--- src/sv/blr_pkg.sv ---
// blr_pkg: shared types, constants and helpers of the line rasterizer
// no dependencies; imported by every blr module and the top level

package blr_pkg;

  // coordinate width and error-term width (error spans about one and a half deltas)
  localparam int unsigned COORD_BITS = 12;
  localparam int unsigned ERR_BITS   = COORD_BITS + 2;

  typedef logic [COORD_BITS-1:0]      coord_t;
  typedef logic signed [ERR_BITS-1:0] err_t;

  // request codes
  typedef enum logic {
    REQ_LOAD = 1'b0,
    REQ_STEP = 1'b1
  } req_e;

  // input transaction payload
  typedef struct packed {
    req_e   req_type;
    coord_t start_x;
    coord_t start_y;
    coord_t end_x;
    coord_t end_y;
  } in_item_t;

  // output transaction payload
  typedef struct packed {
    coord_t pixel_x;
    coord_t pixel_y;
    logic   last_pixel;
  } out_item_t;

  // line parameters worked out on load
  typedef struct packed {
    logic   active;
    logic   steep;
    logic   minor_dir_neg;
    coord_t major_pos;
    coord_t major_end;
    coord_t minor_pos;
    coord_t major_delta;
    coord_t minor_delta;
  } line_setup_t;

  // absolute difference of two coordinates
  function automatic coord_t abs_diff(input coord_t a, input coord_t b);
    coord_t r;
    r = (a > b) ? (a - b) : (b - a);
    return r;
  endfunction

endpackage

--- src/sv/blr_setup.sv ---
// blr_setup: combinational line setup from two endpoints
// depends on blr_pkg (types and abs_diff)

module blr_setup (
  input  blr_pkg::in_item_t    item_i,
  output blr_pkg::line_setup_t setup_o
);
  import blr_pkg::*;

  logic   steep;
  coord_t ma, mb, mi_a, mi_b;
  coord_t maj_lo, maj_hi, min_lo, min_hi;

  // steepness picks which axis is major; a tie is not steep
  assign steep = abs_diff(item_i.start_y, item_i.end_y) >
                 abs_diff(item_i.start_x, item_i.end_x);

  always_comb begin
    if (steep) begin
      ma   = item_i.start_y;
      mi_a = item_i.start_x;
      mb   = item_i.end_y;
      mi_b = item_i.end_x;
    end else begin
      ma   = item_i.start_x;
      mi_a = item_i.start_y;
      mb   = item_i.end_x;
      mi_b = item_i.end_y;
    end
  end

  // order endpoints so the major coordinate rises
  always_comb begin
    if (ma > mb) begin
      maj_lo = mb;
      maj_hi = ma;
      min_lo = mi_b;
      min_hi = mi_a;
    end else begin
      maj_lo = ma;
      maj_hi = mb;
      min_lo = mi_a;
      min_hi = mi_b;
    end
  end

  // deltas, minor direction and activity
  always_comb begin
    setup_o.steep         = steep;
    setup_o.major_pos     = maj_lo;
    setup_o.major_end     = maj_hi;
    setup_o.minor_pos     = min_lo;
    setup_o.major_delta   = maj_hi - maj_lo;
    setup_o.minor_delta   = abs_diff(min_lo, min_hi);
    setup_o.minor_dir_neg = !(min_lo < min_hi);
    setup_o.active        = (maj_hi != maj_lo);
  end

endmodule

--- src/sv/blr_walker.sv ---
// blr_walker: line state registers and the per-pixel error step
// depends on blr_pkg (types)

module blr_walker (
  input  logic                 clk_i,
  input  logic                 rst_ni,
  input  logic                 load_en_i,
  input  blr_pkg::line_setup_t setup_i,
  input  logic                 step_en_i,
  output logic                 active_o,
  output blr_pkg::out_item_t   pixel_o
);
  import blr_pkg::*;

  // one extra bit over the stored error so the doubled sum cannot overflow
  localparam int unsigned WERR_BITS = ERR_BITS + 1;
  typedef logic signed [WERR_BITS-1:0] werr_t;

  logic   active_q, active_d;
  logic   steep_q, steep_d;
  logic   dir_neg_q, dir_neg_d;
  coord_t major_pos_q, major_pos_d;
  coord_t major_end_q, major_end_d;
  coord_t minor_pos_q, minor_pos_d;
  coord_t major_delta_q, major_delta_d;
  coord_t minor_delta_q, minor_delta_d;
  err_t   err_q, err_d;

  coord_t major_next;
  werr_t  err_sum, err_dbl, err_next;
  logic   minor_move;

  // current pixel with the axes swapped back for a steep line
  assign major_next = major_pos_q + coord_t'(1);
  always_comb begin
    if (steep_q) begin
      pixel_o.pixel_x = minor_pos_q;
      pixel_o.pixel_y = major_pos_q;
    end else begin
      pixel_o.pixel_x = major_pos_q;
      pixel_o.pixel_y = minor_pos_q;
    end
    pixel_o.last_pixel = (major_next == major_end_q);
  end
  assign active_o = active_q;

  // error term update
  assign err_sum    = werr_t'(err_q) + werr_t'(minor_delta_q);
  assign err_dbl    = err_sum <<< 1;
  assign minor_move = (err_dbl >= werr_t'(major_delta_q));
  assign err_next   = minor_move ? (err_sum - werr_t'(major_delta_q)) : err_sum;

  // next state: load replaces the line, step advances it
  always_comb begin
    active_d      = active_q;
    steep_d       = steep_q;
    dir_neg_d     = dir_neg_q;
    major_pos_d   = major_pos_q;
    major_end_d   = major_end_q;
    minor_pos_d   = minor_pos_q;
    major_delta_d = major_delta_q;
    minor_delta_d = minor_delta_q;
    err_d         = err_q;
    if (load_en_i) begin
      active_d      = setup_i.active;
      steep_d       = setup_i.steep;
      dir_neg_d     = setup_i.minor_dir_neg;
      major_pos_d   = setup_i.major_pos;
      major_end_d   = setup_i.major_end;
      minor_pos_d   = setup_i.minor_pos;
      major_delta_d = setup_i.major_delta;
      minor_delta_d = setup_i.minor_delta;
      err_d         = '0;
    end else if (step_en_i) begin
      if (minor_move) begin
        minor_pos_d = dir_neg_q ? (minor_pos_q - coord_t'(1)) :
                                  (minor_pos_q + coord_t'(1));
      end
      err_d       = err_t'(err_next);
      major_pos_d = major_next;
      active_d    = (major_next != major_end_q);
    end
  end

  // state registers
  always_ff @(posedge clk_i or negedge rst_ni) begin
    if (!rst_ni) begin
      active_q      <= 1'b0;
      steep_q       <= 1'b0;
      dir_neg_q     <= 1'b0;
      major_pos_q   <= '0;
      major_end_q   <= '0;
      minor_pos_q   <= '0;
      major_delta_q <= '0;
      minor_delta_q <= '0;
      err_q         <= '0;
    end else begin
      active_q      <= active_d;
      steep_q       <= steep_d;
      dir_neg_q     <= dir_neg_d;
      major_pos_q   <= major_pos_d;
      major_end_q   <= major_end_d;
      minor_pos_q   <= minor_pos_d;
      major_delta_q <= major_delta_d;
      minor_delta_q <= minor_delta_d;
      err_q         <= err_d;
    end
  end

endmodule

--- src/sv/bresenham_line_rasterizer.sv ---
// bresenham_line_rasterizer: one request per cycle unless the output stalls,
// one pixel per step request while a line is active. A request is registered
// at acceptance; a step's pixel then goes into the output register that drives
// out_valid_o, which holds it while out_ready_i is low.
// Reset (rst_ni low, asynchronous) clears both stage valids and all line state.
// depends on blr_pkg, blr_setup, blr_walker

module bresenham_line_rasterizer (
  input  logic               clk_i,
  input  logic               rst_ni,
  input  logic               in_valid_i,
  output logic               in_ready_o,
  input  blr_pkg::in_item_t  in_item_i,
  output logic               out_valid_o,
  input  logic               out_ready_i,
  output blr_pkg::out_item_t out_item_o
);
  import blr_pkg::*;

  logic        s1_valid_q, s1_valid_d;
  in_item_t    s1_item_q;
  logic        out_valid_q, out_valid_d;
  out_item_t   out_item_q;

  line_setup_t setup;
  out_item_t   pixel;
  logic        active;
  logic        is_step, produces, out_free, s1_fire, out_load;

  // setup logic for a load transaction
  blr_setup u_setup (
    .item_i  (s1_item_q),
    .setup_o (setup)
  );

  // handshake between the input register and the result register
  assign is_step    = (s1_item_q.req_type == REQ_STEP);
  assign produces   = is_step && active;
  assign out_free   = !out_valid_q || out_ready_i;
  assign s1_fire    = s1_valid_q && (!produces || out_free);
  assign out_load   = s1_fire && produces;
  assign in_ready_o = !s1_valid_q || s1_fire;

  // line walker state
  blr_walker u_walker (
    .clk_i     (clk_i),
    .rst_ni    (rst_ni),
    .load_en_i (s1_fire && !is_step),
    .setup_i   (setup),
    .step_en_i (out_load),
    .active_o  (active),
    .pixel_o   (pixel)
  );

  // valid bits of both stages
  always_comb begin
    s1_valid_d = s1_valid_q;
    if (in_ready_o) begin
      s1_valid_d = in_valid_i;
    end
    out_valid_d = out_valid_q;
    if (out_load) begin
      out_valid_d = 1'b1;
    end else if (out_ready_i) begin
      out_valid_d = 1'b0;
    end
  end

  always_ff @(posedge clk_i or negedge rst_ni) begin
    if (!rst_ni) begin
      s1_valid_q  <= 1'b0;
      out_valid_q <= 1'b0;
    end else begin
      s1_valid_q  <= s1_valid_d;
      out_valid_q <= out_valid_d;
    end
  end

  // payload registers
  always_ff @(posedge clk_i) begin
    if (in_ready_o && in_valid_i) begin
      s1_item_q <= in_item_i;
    end
    if (out_load) begin
      out_item_q <= pixel;
    end
  end

  assign out_valid_o = out_valid_q;
  assign out_item_o  = out_item_q;

endmodule

--- config.mk ---
export PLATFORM = sky130hd
export DESIGN_NAME = bresenham_line_rasterizer
export DESIGN_NICKNAME = d
export VERILOG_FILES = /design/src/sv/blr_pkg.sv /design/src/sv/blr_setup.sv /design/src/sv/blr_walker.sv /design/src/sv/bresenham_line_rasterizer.sv
export SDC_FILE = /design/constraint.sdc
export NUM_CORES = 1
export LEC_CHECK = 0
export BUFFER_PORTS_ARGS = -buffer_cell sky130_fd_sc_hd__buf_2
export CAP_MARGIN = 10
export CORE_MARGIN = 2
export CORE_UTILIZATION = 63
export CTS_BUF_LIST = sky130_fd_sc_hd__clkbuf_2
export DETAILED_ROUTE_END_ITERATION = 10
export PLACE_DENSITY = 0.82
export SYNTH_ARGS = -nofsm -noshare
export SYNTH_HDL_FRONTEND = slang
export SYNTH_HIERARCHICAL = 1
export SYNTH_SLANG_ARGS = --single-unit
--- constraint.sdc ---
create_clock -name clk_i -period 14.4 [get_ports clk_i]
set_input_delay 2.88 -clock clk_i [delete_from_list [all_inputs] [get_ports clk_i]]
set_output_delay 2.88 -clock clk_i [all_outputs]
set_load 0.05 [all_outputs]
Word level (Yosys, flattened, before mapping)
Index checks and enable logic that the tools add are counted.
{"block": "totals", "regBits": 153, "word_cells": 83, "output_inout_bits": 27, "input_bits": 53}
{"block": "classes", "n_addsub": 12, "n_eq_ne": 3, "muxes": 25, "n_reduce_logical": 17, "magnitude_cmp": 7}
{"cell": "12-bit 2-to-1 mux", "count": 17}
{"cell": "12-bit subtractor", "count": 7}
{"cell": "12-bit greater-than comparator", "count": 5}
{"cell": "14-bit 2-to-1 mux", "count": 3}
{"cell": "12-bit by 1-bit adder with 12-bit output (second input constant)", "count": 2}
{"cell": "24-bit 2-to-1 mux", "count": 1}
{"cell": "12-bit != test", "count": 2}
{"cell": "15-bit by 13-bit >= comparator with 1-bit output", "count": 1}
{"cell": "14-bit by 13-bit adder with 14-bit output", "count": 1}
{"cell": "14-bit by 13-bit subtractor with 14-bit output", "count": 1}
{"cell": "12-bit equality test", "count": 1}
{"cell": "12-bit less-than comparator", "count": 1}
{"cell": "12-bit by 1-bit subtractor with 12-bit output (second input constant)", "count": 1}
{"cell": "2-bit nonzero test", "count": 3}
{"cell": "1-bit logical AND", "count": 5}
{"cell": "1-bit zero test", "count": 5}
{"cell": "1-bit 2-to-1 mux", "count": 4}
{"cell": "1-bit logical OR", "count": 3}
{"cell": "2-bit AND reduction", "count": 1}

Depth between registers and ports, before layout
Gate-level depths: netlist (run 1).
{"block": "logic_depth", "ltp_word": 8, "ltp_mapped": 60, "mapped_depth_nobuf": 52}

By module
The synthesis (run 1) kept the hierarchy.
{"module": "blr_setup", "seq_area_each_um2": 0.0, "n_inst": 1, "area_per_inst_um2": 6039.5, "cells_each": 919}
{"module": "blr_walker", "seq_area_each_um2": 1926.8, "n_inst": 1, "area_per_inst_um2": 5886.9, "cells_each": 642}
{"module": "bresenham_line_rasterizer", "seq_area_each_um2": 2272.2, "n_inst": 1, "area_per_inst_um2": 2331.0, "cells_each": 85}

Least setup slack after synthesis (run 1)
Ideal clock, no wire load.
{"block": "synth_timing", "path_kind": "reg-to-reg", "start": "reg s1_item_q[12] in the netlist's numbering", "end": "reg u_walker.minor_delta_q[9]", "t_required_ns": 14.275, "period_less_slack_ns": 11.051, "slack_ns": 3.349, "path_buffers": 7, "arrival_ns": 10.926, "stages_incl_launch_ff": 54, "setup_ns": 0.125, "path_cell_list": "edfxtp_1 ha_1 inv_1 fa_1 a21oi_1 o21bai_1 a21o_1 a21o_1 a21o_1 a21oi_1 or4b_2 nand2_2 mux2_2 nand3_1 nand3_1 or4b_2 ha_1 nand4_2 [... 18 more ...] mux2i_1 inv_1 ha_1 inv_1 fa_1 a21oi_1 o21bai_1 a21o_1 a21oi_1 o211a_1 nor2_1 mux2_2 a21oi_1 o21ai_0 a21oi_1 o22ai_1 xor2_1 mux2_2"}
{"element": "start, declared", "line": "bresenham_line_rasterizer.sv:21", "rtl": "in_item_t s1_item_q;"}
{"element": "start signal, assigned", "line": "bresenham_line_rasterizer.sv:82", "rtl": "s1_item_q <= in_item_i;"}
{"element": "end signal, assigned", "line": "blr_walker.sv:105", "rtl": "minor_delta_q <= minor_delta_d;"}
{"element": "end, declared", "line": "blr_walker.sv:26", "rtl": "coord_t minor_delta_q, minor_delta_d;"}

==> flow_metrics.tcl, run 1 <==
set metrics [dict create \
    fp.dieW_um 154.4 \
    syn_area_per_cell_sq_um 8.662 \
    hpwl_um 31390 \
    yosysTopAreaCell "edfxtp_1" \
    required_ns 15.05 \
    dr_total_vias 12657 \
    grt_max_degree 83 \
    regArea_sq_um 4199 \
    rrSetupSlack_ns 1.25 \
    seq_area_frac_synth 0.2945 \
    crit_fanout 82 \
    routed_wl_um 40700 \
    slew_headroom 0.2391 \
    ant_nets 0 \
    yosys_most_used_dff "dfrtp_1" \
    arrival_ns 13.80 \
    area_growth_pct 5.046 \
    drive_gt1_frac 0.1415 \
    worst_pin_slew_ns 1.137 \
    synth_edf_count 74 \
    multiInputGateArea_sq_um 9224 \
    worstRegToRegCells 46 \
    ys_seq_elements 153 \
    layout_common_cells "nand2_1 (176), a21oi_1 (140), ha_1 (138)" \
    grt.total_usage 0.3371 \
    clock-skew-final_ns 0.05049 \
    grt_antenna_before_repair 2 \
    r2r_start "s1_item_q[13]$_DFFE_PP_" \
    outcome "finished clean" \
    crit_start "s1_item_q[13]$_DFFE_PP_" \
    slowest_stage "nor2_1" \
    core_sq_um 22430 \
    crit_top_cell "a21oi_1" \
    worstSetupPathType "reg2reg" \
    rsz0062_at_grt "no" \
    design.die.area_sq_um 23850 \
    via_per_inst 6.428 \
    max_freq_mhz 76.02 \
    setup-violations-final 0 \
    place.gp.congestion 1.032 \
    cp-endpoint "u_walker/minor_delta_q[9]$_DFFE_PN0P_" \
    start_util 0.6355 \
    drt-initial-drc-count 1514 \
    fill_cells 1863 \
    startpoint_type "flip-flop" \
    wl_per_cell_um 20.67 \
    insertion_delay_ns 0.78 \
    syn_nets 1846 \
    hp-class "reg2reg" \
    synth.cell_area_sq_um 14260 \
    finalSetupTns_ns 0 \
    met1_length_um 17890 \
    post_dp_cell_area_sq_um 14720 \
    clk_pin_slew_ns 0.26 \
    cts_resized 0 \
    hold_viol 0 \
    mostFrequentLayoutCell "nand2_1" \
    wl_met2_um 17800 \
    firstDrtPassIters 9 \
    design_area_sq_um 14980 \
    rows 55 \
    finalMaxSlewViolations 0 \
    cts_max_level 4 \
    syn_inst 1646 \
    final.min_clock_period_ns 13.15 \
    yosys-top-cells-area "edfxtp_1 (16%), dfrtp_1 (14%), ha_1 (12%)" \
    r2r-end "u_walker/minor_delta_q[9]$_DFFE_PN0P_" \
    finish.net_count 1869 \
    fp.dieH_um 154.4 \
    dr_wl_met3_um 3451 \
    period_share 0.9135 \
    io_pins 80 \
    root_buffer "clkbuf_2" \
    yosysWarnings 6 \
    cts_buffer_depth 2 \
    grt_pass1_vias 11596 \
    crit_path_end_kind "flip-flop" \
    grt_pass1_wl_um 63010 \
    max_stage_delay_ns 0.88 \
    synth_cell_type_count 106 \
    hold_buffers 0 \
    async_reset_ff_frac 0.5163 \
    top_layer_used "met4" \
    postCtsSetupBuffers 0 \
    tritoncts "built" \
    clock_sinks 153 \
    synth_top_area_frac 0.1559 \
    gr-total-overflow 0 \
    portBuffers 79 \
    drc 0 \
    cts_made_buffers 17 \
    maxCapViolations 0 \
]
[synthesized netlist by cell type, types with 22 or more instances]
| cell | number |
|---|---|
| nand2_1 | 176 |
| a21o_1 | 44 |
| nand3_1 | 26 |
| xnor2_1 | 58 |
| ha_1 | 138 |
| nand4_1 | 24 |
| dfrtp_1 | 79 |
| a21oi_1 | 140 |
| clkbuf_1 | 54 |
| nor2_1 | 113 |
| inv_1 | 128 |
| xor2_1 | 35 |
| mux2_2 | 58 |
| edfxtp_1 | 74 |
| nor3_1 | 25 |
| o21ai_0 | 107 |
| mux2i_1 | 47 |
| a31oi_1 | 22 |
[through the flow]
step,hold WS (ns),std cells,setup WS (ns),utilization
finish,0.5473,1969,1.246,0.6676
CTS,0.5537,1967,1.467,0.6674
detailed placement,0.4985,1935,1.608,0.6562
global placement,0.4848,1935,2.057,0.6562
floorplan,0.4698,1646,3.349,-
global route,0.5666,1969,0.3330,0.6676
[logic make-up after synthesis]
family	count (synthesis)	synth area share
and+or+nand+nor	474	0.1609
AOI/OAI and AO/OA	457	0.2109
buffers and inverters	212	0.05967
DFF	153	0.2945
adders and majority gates	149	0.1351
muxes	108	0.08170
xor gates and xnor gates	93	0.05713
[worst min path at each step]
stage                             startpoint                            end  slack (ns)  cells past startpoint
2_1_floorplan  u_walker/err_q[0]$_DFFE_PN0P_  u_walker/err_q[0]$_DFFE_PN0P_        0.47                      1
3_3_place_gp   u_walker/err_q[0]$_DFFE_PN0P_  u_walker/err_q[0]$_DFFE_PN0P_        0.48                      1
3_5_place_dp   u_walker/err_q[0]$_DFFE_PN0P_  u_walker/err_q[0]$_DFFE_PN0P_        0.50                      1
4_1_cts        u_walker/err_q[0]$_DFFE_PN0P_  u_walker/err_q[0]$_DFFE_PN0P_        0.55                      1
5_1_grt        u_walker/err_q[0]$_DFFE_PN0P_  u_walker/err_q[0]$_DFFE_PN0P_        0.57                      1
6_report       u_walker/err_q[0]$_DFFE_PN0P_  u_walker/err_q[0]$_DFFE_PN0P_        0.55                      1
[flip-flops by register name (all words and copies together) (netlist names), 12 cells and up]
register                count
u_walker/major_end_q       12
u_walker/major_delta_q     12
u_walker/major_pos_q       12
out_item_o                 25
s1_item_q                  48
u_walker/minor_delta_q     12
u_walker/minor_pos_q       12
u_walker/err_q             14
[critical path: cells and delay by family, from the launching register on]
family | cells | cell delay, ns
flip-flops | 1 | 0.53
adder cells (fa/ha/maj) | 5 | 1.38
buffers and inverters | 4 | 0.81
multiplexers | 4 | 1.38
AND/OR/NAND/NOR | 11 | 4.70
XOR/XNOR | 1 | 0.15
AO/OA/AOI/OAI | 21 | 4.00
[layout make-up]
cell class,count,area share
inverters,129,0.03233
well taps,285,0.02381
clock buffers,18,0.006015
multi-input cells,1281,0.6159
repair buffers,87,0.03058
flip-flops and latches,153,0.2804
diodes,2,0.0003342
clock inverters,14,0.01069
[per-layer routing]
metal / vias to the layer above / global-route usage
li1: 5943 / -
met1: 5966 / 0.4813
met2: 651 / 0.5108
met3: 97 / 0.05716
met4: 0 / 0.1376
met5: - / 0
Power of run 1 is left out: the tool's default activity adds up to more than one toggle a clock period on the data nets, which glitch-free logic cannot reach.
==> inputs of run 2 (changes only) <==
--- a/config.mk
+++ b/config.mk
@@ -5,13 +5,13 @@
 export SDC_FILE = /design/constraint.sdc
 export NUM_CORES = 1
 export LEC_CHECK = 0
-export BUFFER_PORTS_ARGS = -buffer_cell sky130_fd_sc_hd__buf_2
 export CAP_MARGIN = 10
 export CORE_MARGIN = 2
 export CORE_UTILIZATION = 63
 export CTS_BUF_LIST = sky130_fd_sc_hd__clkbuf_2
 export DETAILED_ROUTE_END_ITERATION = 10
-export PLACE_DENSITY = 0.82
+export DONT_BUFFER_PORTS = 1
+export PLACE_DENSITY = 0.79
 export SYNTH_ARGS = -nofsm -noshare
 export SYNTH_HDL_FRONTEND = slang
 export SYNTH_HIERARCHICAL = 1
==> flow_metrics.tcl, run 2 (synthesized netlist as in run 1, its figures left out) <==
set metrics [dict create \
    cts_resized 0 \
    cts_made_buffers 17 \
    clock-skew-final_ns 0.07539 \
    crit_path_end_kind "flip-flop" \
    clock_sinks 153 \
    insertion_delay_ns 0.79 \
    slowest_stage "nor2_1" \
    tritoncts "built" \
    hpwl_um 30840 \
    dr_total_vias 12232 \
    layout_common_cells "nand2_1 (176), a21oi_1 (140), ha_1 (138)" \
    multiInputGateArea_sq_um 9224 \
    firstDrtPassIters 6 \
    drc 0 \
    fp.dieW_um 154.4 \
    mostFrequentLayoutCell "nand2_1" \
    ant_nets 0 \
    critPathTopFamily "simple AND/OR/NAND/NOR gates" \
    hold_start "u_walker/err_q[0]$_DFFE_PN0P_" \
    r2r-end "u_walker/minor_delta_q[9]$_DFFE_PN0P_" \
    hold_depth 1 \
    r2r_start "s1_item_q[13]$_DFFE_PP_" \
    cts_max_level 4 \
    gr-total-overflow 0 \
    path_buf_inv 5 \
    hp-class "reg2reg" \
    crit_start "s1_item_q[13]$_DFFE_PP_" \
    portBuffers 0 \
    regArea_sq_um 4199 \
    finalMaxSlewViolations 0 \
    hold_viol 0 \
    largest_reg_flops 48 \
    worst-path-stages 47 \
    required_ns 15.07 \
    start_util 0.6355 \
    root_buffer "clkbuf_2" \
    outcome "finished clean" \
    grt_max_degree 98 \
    worstRegToRegCells 47 \
    cts_buffer_depth 2 \
    fill_cells 1916 \
    final.min_clock_period_ns 12.76 \
    routed_wl_um 39490 \
    setup-violations-final 0 \
    rows 55 \
    design.die.area_sq_um 23850 \
    arrival_ns 13.43 \
    placed_cells 1856 \
    worstSetupPathType "reg2reg" \
    hold_buffers 0 \
    worst_pin_slew_ns 1.074 \
    area_growth_pct 2.659 \
    drive_gt1_frac 0.09794 \
    fp.dieH_um 154.4 \
    whs_endpoint "u_walker/err_q[0]$_DFFE_PN0P_" \
    clk_pin_slew_ns 0.31 \
    max_freq_mhz 78.39 \
    grt_pass1_wl_um 61280 \
    stdcell_count 1889 \
    finish.net_count 1790 \
    place.gp.congestion 1.039 \
    grt_pass1_vias 11187 \
    grt.total_usage 0.3295 \
    top_register "s1_item_q" \
    core_sq_um 22430 \
    rrSetupSlack_ns 1.64 \
    io_pins 80 \
    via_per_inst 6.475 \
    wl_per_cell_um 20.90 \
    crit_top_cell "a21oi_1" \
    maxCapViolations 0 \
    startpoint_type "flip-flop" \
    slew_headroom 0.2817 \
    rsz0062_at_grt "no" \
    grt_antenna_before_repair 2 \
    crit_fanout 82 \
    period_share 0.8858 \
    postCtsSetupBuffers 0 \
    drt-initial-drc-count 1482 \
    finalSetupTns_ns 0 \
    max_stage_delay_ns 0.84 \
]
[run 2: cell types whose count changed in the layout (fill, tap and decap cells not counted), sizes merged]
cell and delta:
buf -79, bufinv +3, clkinv +3, clkinvlp -2, diode -1, inv -4
[run 2: routing by layer]
metal,vias to the layer above,routed length [um],GRT usage
met2,589,17250,0.5060
met5,-,13,0
li1,5774,-,-
met3,72,3719,0.07929
met4,2,1111,0.1063
met1,5795,17400,0.4605
[run 2: layout make-up]
cell class,count,share of cell area
repair buffers,8,0.004103
well taps,285,0.02436
flip-flops and latches,153,0.2869
clock buffers,18,0.006155
diodes,1,0.0001710
clock inverters,14,0.01505
multi-input cells,1281,0.6302
inverters,129,0.03308
[run 2: per-stage QoR]
stage	util	setup slack, ns	cell area, sq um	hold WS, ns
after global routing	0.6524	0.7605	14640	0.5779
after detailed placement	0.6385	1.981	14320	0.4983
after CTS	0.6523	1.908	14630	0.5505
final	0.6524	1.644	14640	0.5447
after floorplan	-	3.349	14260	0.4698
after global placement	0.6385	2.384	14320	0.4850
[run 2: how the worst max path moves through the flow]
stage                                            endpoint  slack, ns
CTS                 u_walker/minor_delta_q[9]$_DFFE_PN0P_       1.91
global placement    u_walker/minor_delta_q[9]$_DFFE_PN0P_       2.38
floorplan           u_walker/minor_delta_q[9]$_DFFE_PN0P_       3.35
finish              u_walker/minor_delta_q[9]$_DFFE_PN0P_       1.64
detailed placement  u_walker/minor_delta_q[9]$_DFFE_PN0P_       1.98
global route        u_walker/minor_delta_q[9]$_DFFE_PN0P_       0.76
Power of run 2 is left out for the same reason.
==> inputs of run 3 (changes only) <==
--- a/config.mk
+++ b/config.mk
@@ -7,11 +7,11 @@
 export LEC_CHECK = 0
 export CAP_MARGIN = 10
 export CORE_MARGIN = 2
-export CORE_UTILIZATION = 63
+export CORE_UTILIZATION = 57
 export CTS_BUF_LIST = sky130_fd_sc_hd__clkbuf_2
 export DETAILED_ROUTE_END_ITERATION = 10
 export DONT_BUFFER_PORTS = 1
-export PLACE_DENSITY = 0.79
+export PLACE_DENSITY = 0.72
 export SYNTH_ARGS = -nofsm -noshare
 export SYNTH_HDL_FRONTEND = slang
 export SYNTH_HIERARCHICAL = 1
==> flow_metrics.tcl, run 3 (synthesized netlist as in run 1, its figures left out) <==
set metrics [dict create \
    outcome "finished clean" \
    gr-total-overflow 0 \
    r2r-end "u_walker/minor_delta_q[9]$_DFFE_PN0P_" \
    slew_headroom 0.2166 \
    firstDrtPassIters 6 \
    rrSetupSlack_ns 1.17 \
    design.die.area_sq_um 26290 \
    postCtsSetupBuffers 0 \
    start_util 0.5828 \
    post_dp_cell_area_sq_um 14380 \
    crit_fanout 82 \
    tritoncts "built" \
    max_stage_delay_ns 0.86 \
    drc 0 \
    ant_nets 0 \
    largest_reg_flops 48 \
    setup-violations-final 0 \
    rows 57 \
    rsz0062_at_grt "no" \
    portBuffers 0 \
    fp.dieW_um 162.2 \
    fp.dieH_um 162.2 \
    core_sq_um 24460 \
    worstRegToRegCells 48 \
    place.gp.congestion 1.058 \
    cp-endpoint "u_walker/minor_delta_q[9]$_DFFE_PN0P_" \
    worst_pin_slew_ns 1.172 \
    root_buffer "clkbuf_2" \
    required_ns 15.07 \
    cts_buffer_depth 2 \
    crit_start "s1_item_q[12]$_DFFE_PP_" \
    routed_wl_um 40550 \
    clock-skew-final_ns 0.04028 \
    finish.net_count 1791 \
    grt_max_degree 84 \
    holdWs_ns 0.5519 \
    wl_per_cell_um 21.02 \
    grt_antenna_before_repair 2 \
    area_growth_pct 2.563 \
    insertion_delay_ns 0.77 \
    crit_top_cell "a21oi_1" \
    r2r_start "s1_item_q[12]$_DFFE_PP_" \
    grt_pass1_vias 11270 \
    clk_pin_slew_ns 0.28 \
    hpwl_um 31840 \
    top_register "s1_item_q" \
    slowest_stage "nor2_1" \
    arrival_ns 13.90 \
    finalMaxSlewViolations 0 \
    hp-class "reg2reg" \
    cts_made_buffers 17 \
    clock_sinks 153 \
    design_area_sq_um 14620 \
    period_share 0.9186 \
    cts_max_level 4 \
    final.min_clock_period_ns 13.23 \
    hold_buffers 0 \
    drive_gt1_frac 0.09975 \
    hold_viol 0 \
    worstSetupPathType "reg2reg" \
    io_pins 80 \
    max_freq_mhz 75.60 \
    via_per_inst 6.279 \
    grt.total_usage 0.3111 \
    layout_common_cells "nand2_1 (176), a21oi_1 (140), ha_1 (138)" \
    grt_pass1_wl_um 63080 \
    cts_resized 0 \
    dr_total_vias 12112 \
    drt-initial-drc-count 1527 \
    crit_path_end_kind "flip-flop" \
    maxCapViolations 0 \
    mostFrequentLayoutCell "nand2_1" \
    startpoint_type "flip-flop" \
    finalSetupTns_ns 0 \
]
-- run 3: changes by cell type in the layout (fill, tap and decap cells not counted) --
cell	previous run	this run
buf_4	8	9
inv_6	2	6
bufinv_16	5	1
clkinv_1	2	0
inv_8	1	3
-- run 3: critical path, delay by kind of cell (launching register included) --
| family | cells | cell delay (ns) |
|---|---|---|
| DFF | 1 | 0.48 |
| AOI/OAI and AO/OA | 23 | 4.10 |
| and+or+nand+nor | 9 | 4.59 |
| xor gates and xnor gates | 1 | 0.15 |
| adders and majority gates | 6 | 1.55 |
| buffers and inverters | 5 | 0.97 |
| muxes | 4 | 1.26 |
-- run 3: how the worst min path moves through the flow --
stage | start | end | slack, ns | cells after the start
3_3_place_gp | u_walker/err_q[0]$_DFFE_PN0P_ | u_walker/err_q[0]$_DFFE_PN0P_ | 0.49 | 1
3_5_place_dp | u_walker/minor_delta_q[3]$_DFFE_PN0P_ | u_walker/minor_delta_q[3]$_DFFE_PN0P_ | 0.51 | 1
5_1_grt | u_walker/minor_delta_q[3]$_DFFE_PN0P_ | u_walker/minor_delta_q[3]$_DFFE_PN0P_ | 0.58 | 1
4_1_cts | u_walker/minor_delta_q[5]$_DFFE_PN0P_ | u_walker/minor_delta_q[5]$_DFFE_PN0P_ | 0.56 | 1
6_report | u_walker/minor_delta_q[5]$_DFFE_PN0P_ | u_walker/minor_delta_q[5]$_DFFE_PN0P_ | 0.55 | 1
2_1_floorplan | u_walker/err_q[0]$_DFFE_PN0P_ | u_walker/err_q[0]$_DFFE_PN0P_ | 0.47 | 1
-- run 3: cell type report --
| type | count | area (sq um) |
|---|---|---|
| Timing Repair Buffer | 9 | 67.56 |
| Clock inverter | 14 | 150.1 |
| Inverter | 129 | 484.2 |
| Fill cell | 2190 | 9839 |
| Sequential cell | 153 | 4199 |
| Multi-Input combinational cell | 1281 | 9224 |
| Clock buffer | 18 | 90.09 |
| Tap cell | 324 | 405.4 |
| Antenna cell | 1 | 2.502 |
-- run 3: per-stage QoR --
| step | worst slack (ns) | std cells | util |
|---|---|---|---|
| 2_1_floorplan | 3.349 | 1646 | - |
| 3_3_place_gp | 1.843 | 1896 | 0.5878 |
| 3_5_place_dp | 1.449 | 1896 | 0.5878 |
| 4_1_cts | 1.358 | 1928 | 0.5977 |
| 5_1_grt | 0.1982 | 1929 | 0.5978 |
| 6_report | 1.172 | 1929 | 0.5978 |
-- run 3: metal layers --
metal  global-route usage  wire length (um)  part of all wire  up-vias
li1                     -                 -                 -     5775
met1               0.4447             18360              0.45     5746
met2               0.4793             17800              0.44      524
met3              0.06078              3318             0.082       65
met4              0.09212              1051             0.026        2
met5                    0                13           0.00032        -
Power of run 3 is left out for the same reason.
